[src/pli_pkg.sv]
// Package for the piecewise linear interpolator: codes, widths, shared types.
// No dependencies.
package pli_pkg;
	localparam int DefaultMaxNodes = 64;
	localparam int ValW = 32;
	localparam int MagW = 33;

	typedef enum logic [1:0] {
		ACT_CLEAR = 2'd0,
		ACT_APPEND = 2'd1,
		ACT_EVAL = 2'd2,
		ACT_NOP = 2'd3
	} action_t;

	typedef enum logic [1:0] {
		ST_OK = 2'd0,
		ST_RANGE = 2'd1,
		ST_NOT_INC = 2'd2,
		ST_FULL = 2'd3
	} status_t;

	typedef enum logic [3:0] {
		S_IDLE,
		S_LAST_RD,
		S_LAST_CHK,
		S_SRCH_RD,
		S_SRCH_CHK,
		S_HIT_RD,
		S_HIT_CHK,
		S_PAIR_RD,
		S_PAIR_LO,
		S_MUL,
		S_DIV,
		S_FIN,
		S_OUT
	} state_t;
endpackage

[src/pli_node_mem.sv]
// Node storage: x and y memories, one write port, one registered read port.
// Depends on pli_pkg.
module pli_node_mem #(
	parameter int MAX_NODES = pli_pkg::DefaultMaxNodes,
	parameter int AW = $clog2(MAX_NODES)
) (
	input  logic                         clk,
	input  logic                         we,
	input  logic [AW-1:0]                waddr,
	input  logic signed [pli_pkg::ValW-1:0] wx,
	input  logic signed [pli_pkg::ValW-1:0] wy,
	input  logic [AW-1:0]                raddr,
	output logic signed [pli_pkg::ValW-1:0] rx,
	output logic signed [pli_pkg::ValW-1:0] ry
);
	import pli_pkg::*;
	logic signed [ValW-1:0] xmem [MAX_NODES];
	logic signed [ValW-1:0] ymem [MAX_NODES];

	always_ff @(posedge clk) begin
		if (we) begin
			xmem[waddr] <= wx;
			ymem[waddr] <= wy;
		end
		rx <= xmem[raddr];
		ry <= ymem[raddr];
	end
endmodule

[config.mk]
export PLATFORM = sky130hd
export DESIGN_NAME = pli_node_mem
export DESIGN_NICKNAME = d
export VERILOG_FILES = /design/src/pli_pkg.sv /design/src/pli_node_mem.sv
export SDC_FILE = /design/constraint.sdc
export NUM_CORES = 2
export LEC_CHECK = 0
export ABC_AREA = 1
export BUFFER_PORTS_ARGS = -buffer_cell sky130_fd_sc_hd__buf_2
export CAP_MARGIN = 20
export CORE_ASPECT_RATIO = 1.4
export CORE_MARGIN = 1
export CORE_UTILIZATION = 50
export DETAILED_ROUTE_END_ITERATION = 16
export PLACE_DENSITY_LB_ADDON = 0.05
export SYNTH_ARGS = -nofsm -noshare
export SYNTH_HDL_FRONTEND = slang
export SYNTH_SLANG_ARGS = --single-unit
[constraint.sdc]
create_clock -name clk -period 7.34 [get_ports clk]
set_input_delay 0 -clock clk [delete_from_list [all_inputs] [get_ports clk]]
set_output_delay 0 -clock clk [all_outputs]
set_load 0.01 [all_outputs]
# ---- Yosys cells after proc, flatten, opt, wreduce, memory -nomap -nowiden
# Memories as Yosys holds them, arrays and structs flattened. A register that Yosys moved wholly into a read port is not among the register bits.
# Cells that the tools add are included.
# Widths: inputs -> output; s select.
dict set report word_totals {
  regBits 0
  n_memories 2
  mem_bits_rw 4096
  word_cells 4
  out_inout_bits 64
  input_bits 78
}
dict set report op_classes {
  n_mux 2
}
# name depth width rd rd_clocked_by_memory_dff wr line_no
set mem_list {}
lappend mem_list {xmem 64 32 1 1 1 pli_node_mem.sv:17} ;# logic signed [ValW-1:0] xmem [MAX_NODES];
lappend mem_list {ymem 64 32 1 1 1 pli_node_mem.sv:18} ;# logic signed [ValW-1:0] ymem [MAX_NODES];
# cell count
set op_table {}
lappend op_table {{$mux 1} 2}

# ---- Depth between registers and ports, before layout
dict set report logic_depth {
  ltp_word 2
  depth_mapped 13
  depth_no_buf 9
}

# ---- Least setup slack after synthesis
# No wires, ideal clock.
dict set report synth_path {
  kind {input to register}
  startpoint {in we}
  endpoint {mem xmem[0][0], enable pin}
  required_time_ns 6.853
  slack_ns 3.626
  stages 3
  setup_ns 0.487
  arrival_ns 3.227
  path_buffers 1
  path_cell_list {clkbuf_1 -> nand4_1 -> nor2_1}
}
dict set report synth_between {
  elab_chain_cells 2
}
# element line_no
set synth_lines {}
lappend synth_lines {{start: declaration} pli_node_mem.sv:8} ;# input logic we,
lappend synth_lines {{$mux 1} pli_node_mem.sv:21} ;# if (we) begin
lappend synth_lines {{$mux 1 (implied by the code)} pli_node_mem.sv:22} ;# xmem[waddr] <= wx;
lappend synth_lines {{end: declaration} pli_node_mem.sv:17}
# No other way between the ends.

==> results.cfg <==
[synthesis]
syn_area_mm2 = 0.165
synth_edf_count = 4096
synth_cells = 13402
ys.warnings.count = 0
ys.flop_type = edfxtp_1
seq_area_frac_synth = 0.752
ys_seq_elements = 4160
avgSynthCellArea_um2 = 12.3
syn_nets = 13480
ys_types = 16
async_flop_share = 0

[status]
status = finished, final reports clean

[clocking]
cts-resized-gates = 0
clkLatencyLatePin_ps = 950
clk_pin_slew_worst_paths_ps = 60
clk_path_buf_depth = 4
cts_root_buf = clkbuf_16
cts-htree-levels = 5
numCtsBuffers = 401
cts_tree = built
clkSinkCount = 4160

[drt]
via_per_inst = 6.04
drc_errors = 0
ant_nets = 0
drt_iter0_drc = 13959
drtPass1Iterations = 9
wl_per_cell_um = 29.8
wl_mm = 542
num_vias = 109801

[pwr]
ir_drop_uv = 240
p_per_area_mw_per_mm2 = 273
swShare = 0.227
p_clk_frac = 0.414
p_seq_frac = 0.526
p_comb_frac = 0.060
internal_power_mw = 38.8
cellLeakagePower_nw = 64.6
p_switching_mw = 11.4

[sta]
slew_violations = 0
clock_skew_ps = 44.6
timing.fmax_mhz = 237
worst_slack_ps = 3120
finalCritPeriodShare = 0.574
worst-slew-pin-transition_ps = 1490
final-hold-violation-count = 0
setup_viol = 0
tns_ps = 0
rsz0062_at_grt = no
min_period_ps = 4220
slew_headroom = 0.00352

[setup_path]
r2r_cells = 10
arrival_ps = 5090
crit_fanout = 178
critPathLaunchType = primary input
crit_type = primary input to flip-flop
endpoint_kind = flip-flop
cp.required_ps = 8210

[grt]
antenna_found_initial = 31
gr-total-overflow = 0
track_usage = 0.323
grt_pass1_wl_mm = 768
grt_max_degree = 189
grt_pass1_vias = 104404

[placed_design]
gp_congestion = 0.828
io_buffers = 141
placed_area_mm2 = 0.170
hpwl_mm = 279
dp_slack_ps = 3700

[worst_hold_path]
min_path_cells = 5
hp-class = primary input to flip-flop

[floorplan]
row_count = 249
die_h_um = 682
die_w_um = 488
pin_count = 142
start_util = 0.503
core_mm2 = 0.329
dieArea_mm2 = 0.333

[job]
drv_cap = 0

[layout]
synthToLayoutAreaGrowth_pct = 11.5
drive_above_1_share = 0.0795
finalNetCount = 13514
final_area_mm2 = 0.184
-- worst max-delay path: stages --
cell	delay (ps)
dlygate4sd3_1	580
buf_12	460
buf_12	580
buf_4	950
nand2_1	120
nand3_1	130
nand3_1	90
nand3_1	180
nand3_1	80
nand2_1	90
nand2_1	40
dlygate4sd3_1	560
nand2_1	60
dlygate4sd3_1	540
-- final cells by class --
class / count / area (um^2)
Sequential cell: 4160 / 124000
Inverter: 12 / 110
Tap cell: 4392 / 5500
Multi-Input combinational cell: 8336 / 36600
Timing Repair Buffer: 525 / 4680
Fill cell: 26995 / 144000
Clock inverter: 206 / 1970
Antenna cell: 11 / 27.5
Clock buffer: 537 / 11000
-- final timing paths --
kind              slack [ps]                     end                   start
setup reg to reg        5030          ry[18]$_DFF_P_  ymem[35][18]$_DFFE_PP_
setup / recovery        3120          ry[18]$_DFF_P_                raddr[0]
hold / removal            10  xmem[20][26]$_DFFE_PP_                waddr[0]
hold reg to reg          790          ry[10]$_DFF_P_  ymem[57][10]$_DFFE_PP_
-- layer usage --
metal / part of all wire / global-route usage / vias up
li1: - / - / 47891
met1: 0.39 / 0.425 / 55530
met2: 0.49 / 0.540 / 5359
met3: 0.078 / 0.0457 / 1001
met4: 0.044 / 0.131 / 20
met5: 0.00025 / 0 / -
-- power groups by stage --
stage	Sequential (mW)	Combinational (mW)	Clock, mW
after floorplan	26.9	1.62	0
after global placement	26.9	2.92	0
after detailed placement	26.9	2.95	0
after CTS	26.4	3.00	21.0
after global routing	26.4	3.26	21.8
final	26.4	3.03	20.8
-- placed cells by master, fill, tap and decap left out, drive strengths merged --
cell,synthesis,layout
nor2,64,64
inv,12,17
nand3,3848,3848
dlygate4sd3,0,80
clkinv,0,156
buf,759,445
dfxtp,64,64
nand2,4416,4416
clkbuf,135,537
nand4,8,8
diode,0,11
bufinv,0,36
edfxtp,4096,4096
clkinvlp,0,9
-- flip-flops by register name (all words and copies together), names as in the netlist --
signal  flops
rx         32
ry         32
xmem     2048
ymem     2048
-- through the flow --
stage | power, mW | utilization | instances | hold slack, ps
after detailed placement | 29.9 | 0.517 | 17326 | 392
after CTS | 50.4 | 0.559 | 18143 | 77.0
after global routing | 51.5 | 0.560 | 18172 | 8.33
after global placement | 29.8 | 0.516 | 17314 | 401
after floorplan | 28.5 | - | 13402 | 98.9
final | 50.2 | 0.560 | 18179 | 11.9
-- synth_stat cells, types with 2 or more instances --
master    number  area (um^2)
nand2_1     4416        16600
edfxtp_1    4096       123000
nand3_1     3848        19300
buf_2        512         2560
buf_4        138         1040
clkbuf_1     135          507
buf_1         73          274
dfxtp_1       64         1280
nor2_1        64          240
buf_6         33          372
inv_1          8         30.0
nand4_1        8         50.1
buf_8          2         30.0
inv_2          2         7.51
inv_4          2         12.5
-- kinds of logic (layout without fill, tap and decap cells) --
group | count (synthesis) | in the layout | share of synthesized area
buffers and inverters | 906 | 1280 | 0.0294
DFF | 4160 | 4160 | 0.752
other | 0 | 11 | 0
and+or+nand+nor | 8336 | 8336 | 0.219
-- what timing repair did --
item | 4_1_cts | 5_1_grt
buffers inserted | 0 | 0
hold endpoints to repair | 4186 | 39
hold buffers | 74 | 6
No activity file was read; power rests on OpenSTA's default activity.
