<file path="config.mk">
export PLATFORM = sky130hd
export DESIGN_NAME = pli_divider
export DESIGN_NICKNAME = d
export VERILOG_FILES = /design/src/pli_pkg.sv /design/src/pli_divider.sv
export SDC_FILE = /design/constraint.sdc
export NUM_CORES = 1
export LEC_CHECK = 0
export BUFFER_PORTS_ARGS = -buffer_cell sky130_fd_sc_hd__buf_4
export CAP_MARGIN = 20
export CORE_ASPECT_RATIO = 1.25
export CORE_MARGIN = 4
export CORE_UTILIZATION = 35
export DETAILED_ROUTE_END_ITERATION = 12
export SLEW_MARGIN = 20
export SYNTH_ARGS = -nofsm -noshare
export SYNTH_HDL_FRONTEND = slang
export SYNTH_SLANG_ARGS = --single-unit
</file>
<file path="constraint.sdc">
create_clock -name clk -period 9.15 [get_ports clk]
set_input_delay 0.4575 -clock clk [delete_from_list [all_inputs] [get_ports clk]]
set_output_delay 0.4575 -clock clk [all_outputs]
set_load 0.01 [all_outputs]
</file>
<file path="src/pli_pkg.sv">
// Package for the piecewise linear interpolator: codes, widths, shared types.
// No dependencies.
package pli_pkg;
	localparam int DefaultMaxNodes = 64;
	localparam int ValW = 32;
	localparam int MagW = 33;

	typedef enum logic [1:0] {
		ACT_CLEAR = 2'd0,
		ACT_APPEND = 2'd1,
		ACT_EVAL = 2'd2,
		ACT_NOP = 2'd3
	} action_t;

	typedef enum logic [1:0] {
		ST_OK = 2'd0,
		ST_RANGE = 2'd1,
		ST_NOT_INC = 2'd2,
		ST_FULL = 2'd3
	} status_t;

	typedef enum logic [3:0] {
		S_IDLE,
		S_LAST_RD,
		S_LAST_CHK,
		S_SRCH_RD,
		S_SRCH_CHK,
		S_HIT_RD,
		S_HIT_CHK,
		S_PAIR_RD,
		S_PAIR_LO,
		S_MUL,
		S_DIV,
		S_FIN,
		S_OUT
	} state_t;
endpackage

</file>
<file path="src/pli_divider.sv">
// Restoring serial divider, one quotient bit per cycle, 64-bit by 33-bit.
// Depends on pli_pkg.
module pli_divider (
	input  logic        clk,
	input  logic        arst_n,
	input  logic        start,
	input  logic [63:0] num,
	input  logic [pli_pkg::MagW-1:0] den,
	output logic        done,
	output logic [63:0] quo
);
	import pli_pkg::*;
	logic [MagW-1:0] rem_q;
	logic [MagW-1:0] den_q;
	logic [63:0] quo_q;
	logic [6:0] cnt_q;
	logic busy_q;
	logic [MagW:0] trial;

	assign trial = {rem_q, quo_q[63]} - {1'b0, den_q};
	assign quo = quo_q;
	assign done = busy_q && (cnt_q == 7'd0);

	always_ff @(posedge clk or negedge arst_n) begin
		if (!arst_n) begin
			busy_q <= 1'b0;
			cnt_q <= '0;
		end else if (start) begin
			busy_q <= 1'b1;
			cnt_q <= 7'd64;
		end else if (busy_q) begin
			if (cnt_q == 7'd0) busy_q <= 1'b0;
			else cnt_q <= cnt_q - 7'd1;
		end
	end

	always_ff @(posedge clk) begin
		if (start) begin
			rem_q <= '0;
			den_q <= den;
			quo_q <= num;
		end else if (busy_q && cnt_q != 7'd0) begin
			if (!trial[MagW]) begin
				rem_q <= trial[MagW-1:0];
				quo_q <= {quo_q[62:0], 1'b1};
			end else begin
				rem_q <= {rem_q[MagW-2:0], quo_q[63]};
				quo_q <= {quo_q[62:0], 1'b0};
			end
		end
	end
endmodule

</file>
# ---- Yosys cells after proc, flatten, opt, wreduce, memory -nomap -nowiden
# Cells that the tools add are included.
dict set report word_totals {
  output_inout_bits 65
  in_bits 100
  regBits 138
}
dict set report classes {
  n_eq_ne 1
  n_mux 10
  addsub 2
  n_reduce_logical 7
}
# cell n
set op_table {}
lappend op_table {{64-bit two-way mux} 2}
lappend op_table {{34-bit by 33-bit subtractor with 34-bit output} 1}
lappend op_table {{33-bit two-way mux} 1}
lappend op_table {{7-bit two-way mux} 3}
lappend op_table {{7-bit logical NOT} 1}
lappend op_table {{7-bit nonzero test} 1}
lappend op_table {{7-bit by 1-bit subtractor with 7-bit output, second input constant} 1}
lappend op_table {{1-bit two-way mux} 4}
lappend op_table {{2-bit nonzero test} 2}
lappend op_table {{1-bit logical AND} 2}
lappend op_table {{2-bit != test, second input constant} 1}
lappend op_table {{2-bit AND reduction} 1}

# ---- Longest topological paths before layout
dict set report depth {
  word_depth 4
  mapped_depth 14
  depth_no_buf 12
}

# ---- Least setup slack after synthesis
# Ideal clock, no wire load.
dict set report synth_path {
  path_type {register to register}
  from {reg cnt_q[0]}
  to {reg quo_q[0] (netlist: quo[0]) (enable)}
  setup_ps 419
  path_buffers 2
  path_slack_ps 5971
  stages_incl_launch_ff 9
  required_ps 8731
  arrival_time_ps 2761
  cell_sequence {dfrtp_1 -> inv_1 -> ha_1 -> nand3b_1 -> and2_1 -> clkbuf_1 -> clkbuf_1 -> nor2_1 -> inv_1}
}
dict set report synth_between {
  elab_chain_len 3
}
# item line_no
set synth_lines {}
lappend synth_lines {{start, declared} pli_divider.sv:16} ;# logic [6:0] cnt_q;
lappend synth_lines {{start signal, assigned} pli_divider.sv:33} ;# else cnt_q <= cnt_q - 7'd1;
lappend synth_lines {{7-bit nonzero test} pli_divider.sv:42} ;# end else if (busy_q && cnt_q != 7'd0) begin
lappend synth_lines {{1-bit logical AND} pli_divider.sv:42}
lappend synth_lines {{2-bit nonzero test (no line)} --}
lappend synth_lines {{end signal, assigned} pli_divider.sv:41} ;# quo_q <= num;
lappend synth_lines {{end signal, assigned} pli_divider.sv:45} ;# quo_q <= {quo_q[62:0], 1'b1};
lappend synth_lines {{end signal, assigned} pli_divider.sv:48} ;# quo_q <= {quo_q[62:0], 1'b0};
lappend synth_lines {{end, declared} pli_divider.sv:15} ;# logic [63:0] quo_q;
# Every way passes these cells.
# A chain may end at the register's enable or synchronous reset.

# ---- Worst setup path after layout
dict set report layout_path {
  from {reg den_q[1]}
  to {reg rem_q[14]}
}
dict set report layout_between {
  elab_chain_len 2
}
# item line_no
set layout_lines {}
lappend layout_lines {{start, declared} pli_divider.sv:14} ;# logic [MagW-1:0] den_q;
lappend layout_lines {{start signal, assigned} pli_divider.sv:40} ;# den_q <= den;
lappend layout_lines {{34-bit by 33-bit subtractor with 34-bit output} pli_divider.sv:20} ;# assign trial = {rem_q, quo_q[63]} - {1'b0, den_q};
lappend layout_lines {{33-bit two-way mux} pli_divider.sv:43} ;# if (!trial[MagW]) begin
lappend layout_lines {{end signal, assigned} pli_divider.sv:44} ;# rem_q <= trial[MagW-1:0];
lappend layout_lines {{end signal, assigned} pli_divider.sv:47} ;# rem_q <= {rem_q[MagW-2:0], quo_q[63]};
lappend layout_lines {{end, declared} pli_divider.sv:13} ;# logic [MagW-1:0] rem_q;
# Every way passes these cells.

==> impl_metrics.ini <==
[synth]
synth_enable_flop_cells = 97
synthCells = 668
netlist_area_sq_um = 7492
synth_seq_area_share_pct = 50.37
syn_area_per_cell_sq_um = 11.22
synth_ff_type = sky130_fd_sc_hd__edfxtp_1
mappedNetlistNets = 804
asr_flop_ratio_synth_pct = 5.797
synth_seq_cells = 138
synth.lib_cells_used.distinct = 57
yosysWarnings = 0

[final_layout]
antennaDiodeCount = 0
mostFrequentLayoutCell = sky130_fd_sc_hd__buf_4
area_delta_synth_final_pct = 27.34
layout-drive-gt1-share_pct = 32.89
layout.cells.most_common_list = 168 x sky130_fd_sc_hd__buf_4, 97 x sky130_fd_sc_hd__edfxtp_1, 64 x sky130_fd_sc_hd__mux2_2, 60 x sky130_fd_sc_hd__nor2_1, 44 x sky130_fd_sc_hd__inv_1
stdcell_count = 1110
finish.net_count = 960
finish.instance_area_sq_um = 9540

[timing]
max_clock_freq_mhz = 293.9
timing_hold_violations_final = 0
clock-skew-final_ns = 0.01306
timing.final.crit_period_ns = 3.402
finalMaxSlewViolations = 0
setup-violations-final = 0
worst_slew_margin_rel_pct = 37.43
setup-tns-final_ns = 0
finalCritPeriodShare_pct = 37.18
slew_at_the_pin_closest_to_its_max_slew_limit_ns = 0.9386
rsz0062_at_grt = false

[route]
count_of_vias_placed_by_the_detailed_router = 5574
wl_cell_um = 15.97
met2RoutedLength_mm = 8.582
initialDrtViolationCount = 340
postRouteAntennaNets = 0
drcViolationCount = 0
number_of_vias_per_cell = 5.022
met3_wirelength_mm = 1.520
routedLengthMet1_mm = 7.325
routed_wl_mm = 17.72
drt_first_pass_iters = 4
dr.max_layer_used = met4

[clock_network]
cts_htree_levels = 4
clock_tree.root_cell = sky130_fd_sc_hd__clkbuf_16
cts-hold-fix-buffers = 1
worst_skew_pair.late_latency_ns = 0.42
path_clk_slew_ns = 0.07
number_of_instances_resized_during_post_cts_repair = 0
numCtsBuffers = 17
maximum_buffer_depth_of_the_clock_tree = 2
clock_sink_count = 138
tritoncts = built
post_cts_buffers = 0

[setup_path]
critical_path_required_ns = 9.40
worstSetupPathType = reg2reg
crit_fanout = 20
worstPathArrival_ns = 3.65
cp-end-kind = flop
critical_path.startpoint_type = flop

[die]
floorplan.initialDensity_pct = 35.74
ioPinCount = 165
cell_rows = 59
dieHeight_um = 171.6
floorplan.die.width_um = 138.9
floorplan.core_area_sq_um = 20970
die-area_sq_um = 23830

[pwr]
worst_ir_drop_vdd_v = 0.0001437
sequentialPowerShare_pct = 34.3
p_sw_mw = 1.070
power.share.clock_pct = 23.7
cellPowerDensity_nw_per_um2 = 299.9
leakagePower_nw = 4.091
internal_power_mw = 1.792
pwr-share-comb_pct = 42.0
sw_frac_of_total_pct = 37.38

[grt]
grt_overflow_total = 0
grt_use_total_pct = 15.22
grt_pass1_wl_mm = 29.25
grt_start_max_net_pins = 76
grt_pass1_vias = 5813
antenna_violations_before_repair = 0

[place]
place.gp.congestion = 0.7902
place.port_buffers = 164
placed_cell_count = 1078
placed_cell_area_sq_um = 8960
post-dp-hpwl_mm = 12.83

[run_status]
outcome = complete, no violations

[job]
max_cap_viol_count = 0

[min_path]
worst_hold_class = in2reg
[metal layers]
metal | track usage [%] | vias to the layer above
li1 | - | 2765
met1 | 18.01 | 2625
met4 | 5.064 | 0
met5 | 0 | -
met2 | 25.32 | 166
met3 | 6.257 | 18
[state kept, by name (all words and copies together), names as in the netlist]
register and cells:
cnt_q 7, quo 64, busy_q 1, den_q 33
rem_q 33
[synth_stat cells, types with 8 or more instances]
master | instances | area [sq um]
sky130_fd_sc_hd__a211oi_1 | 25 | 187.7
sky130_fd_sc_hd__a21o_1 | 13 | 97.59
sky130_fd_sc_hd__a21oi_1 | 33 | 165.2
sky130_fd_sc_hd__clkbuf_1 | 19 | 71.32
sky130_fd_sc_hd__dfrtp_1 | 8 | 200.2
sky130_fd_sc_hd__dfxtp_1 | 33 | 660.6
sky130_fd_sc_hd__edfxtp_1 | 97 | 2913
sky130_fd_sc_hd__ha_1 | 35 | 437.9
sky130_fd_sc_hd__inv_1 | 45 | 168.9
sky130_fd_sc_hd__mux2_2 | 64 | 720.7
sky130_fd_sc_hd__mux2i_1 | 28 | 280.3
sky130_fd_sc_hd__nand2_1 | 33 | 123.9
sky130_fd_sc_hd__nand2b_1 | 10 | 62.56
sky130_fd_sc_hd__nand3_1 | 11 | 55.05
sky130_fd_sc_hd__nor2_1 | 60 | 225.2
sky130_fd_sc_hd__o21ai_0 | 19 | 95.09
sky130_fd_sc_hd__xnor2_1 | 20 | 175.2
sky130_fd_sc_hd__xor2_1 | 11 | 96.34
[final timing paths]
path                            depth (start not counted)       from        end  slack, ns
worst min-delay path                                    1    den[24]  den_q[24]       0.21
min in group asynchronous                               2     arst_n   cnt_q[5]       0.40
max in group asynchronous                               2     arst_n   cnt_q[0]       8.62
worst min register to register                          2  rem_q[13]  rem_q[13]       0.49
worst max register to register                         12   den_q[1]  rem_q[14]       5.75
worst max-delay path                                   12   den_q[1]  rem_q[14]       5.75
[power by group through the flow]
stage | Combinational [mW] | Clock (mW) | Sequential (mW)
detailed placement | 1.21 | 0 | 0.992
global route | 1.35 | 0.726 | 1.01
finish | 1.20 | 0.678 | 0.982
global placement | 1.21 | 0 | 0.993
CTS | 1.22 | 0.700 | 0.985
floorplan | 0.855 | 0 | 1.00
[cells by family after synthesis]
kind of cell | Yosys count | synth area share [%]
AOI/OAI and AO/OA | 135 | 12.14
xor gates and xnor gates | 32 | 3.841
adders and majority gates | 36 | 6.112
buffers and inverters | 77 | 4.242
DFF | 138 | 50.37
muxes | 92 | 13.36
and+or+nand+nor | 158 | 9.936
[stage by stage]
step / total power [mW] / util, % / setup slack [ns] / hold WS [ns]
after global routing: 3.084 / 45.51 / 5.424 / 0.1791
after floorplan: 1.857 / - / 5.971 / 0.1619
after CTS: 2.901 / 45.51 / 5.681 / 0.1836
final: 2.861 / 45.51 / 5.748 / 0.2099
after detailed placement: 2.203 / 42.74 / 5.683 / 0.2835
after global placement: 2.200 / 42.74 / 5.720 / 0.2840
[final cells by class]
class                   instances  area (sq um)
fillers                      2055         11420
clock inverters                14         145.1
repair buffers                169          1271
clock buffers                  17         425.4
multi-input cells             453          3413
inverters                      45         168.9
well taps                     274         342.8
flip-flops and latches        138          3774
[critical path, cell delays in order, from the launching register on]
cell,delay (ns)
sky130_fd_sc_hd__edfxtp_1,0.41
sky130_fd_sc_hd__inv_1,0.07
sky130_fd_sc_hd__ha_1,0.21
sky130_fd_sc_hd__nor2b_1,0.14
sky130_fd_sc_hd__o2111ai_1,0.23
sky130_fd_sc_hd__a21oi_1,0.15
sky130_fd_sc_hd__o211a_2,0.29
sky130_fd_sc_hd__a211oi_2,0.24
sky130_fd_sc_hd__nor2_2,0.13
sky130_fd_sc_hd__xnor2_4,0.60
sky130_fd_sc_hd__buf_4,0.45
sky130_fd_sc_hd__mux2i_1,0.23
sky130_fd_sc_hd__a211oi_1,0.09
(Power assumes the default switching activity.)
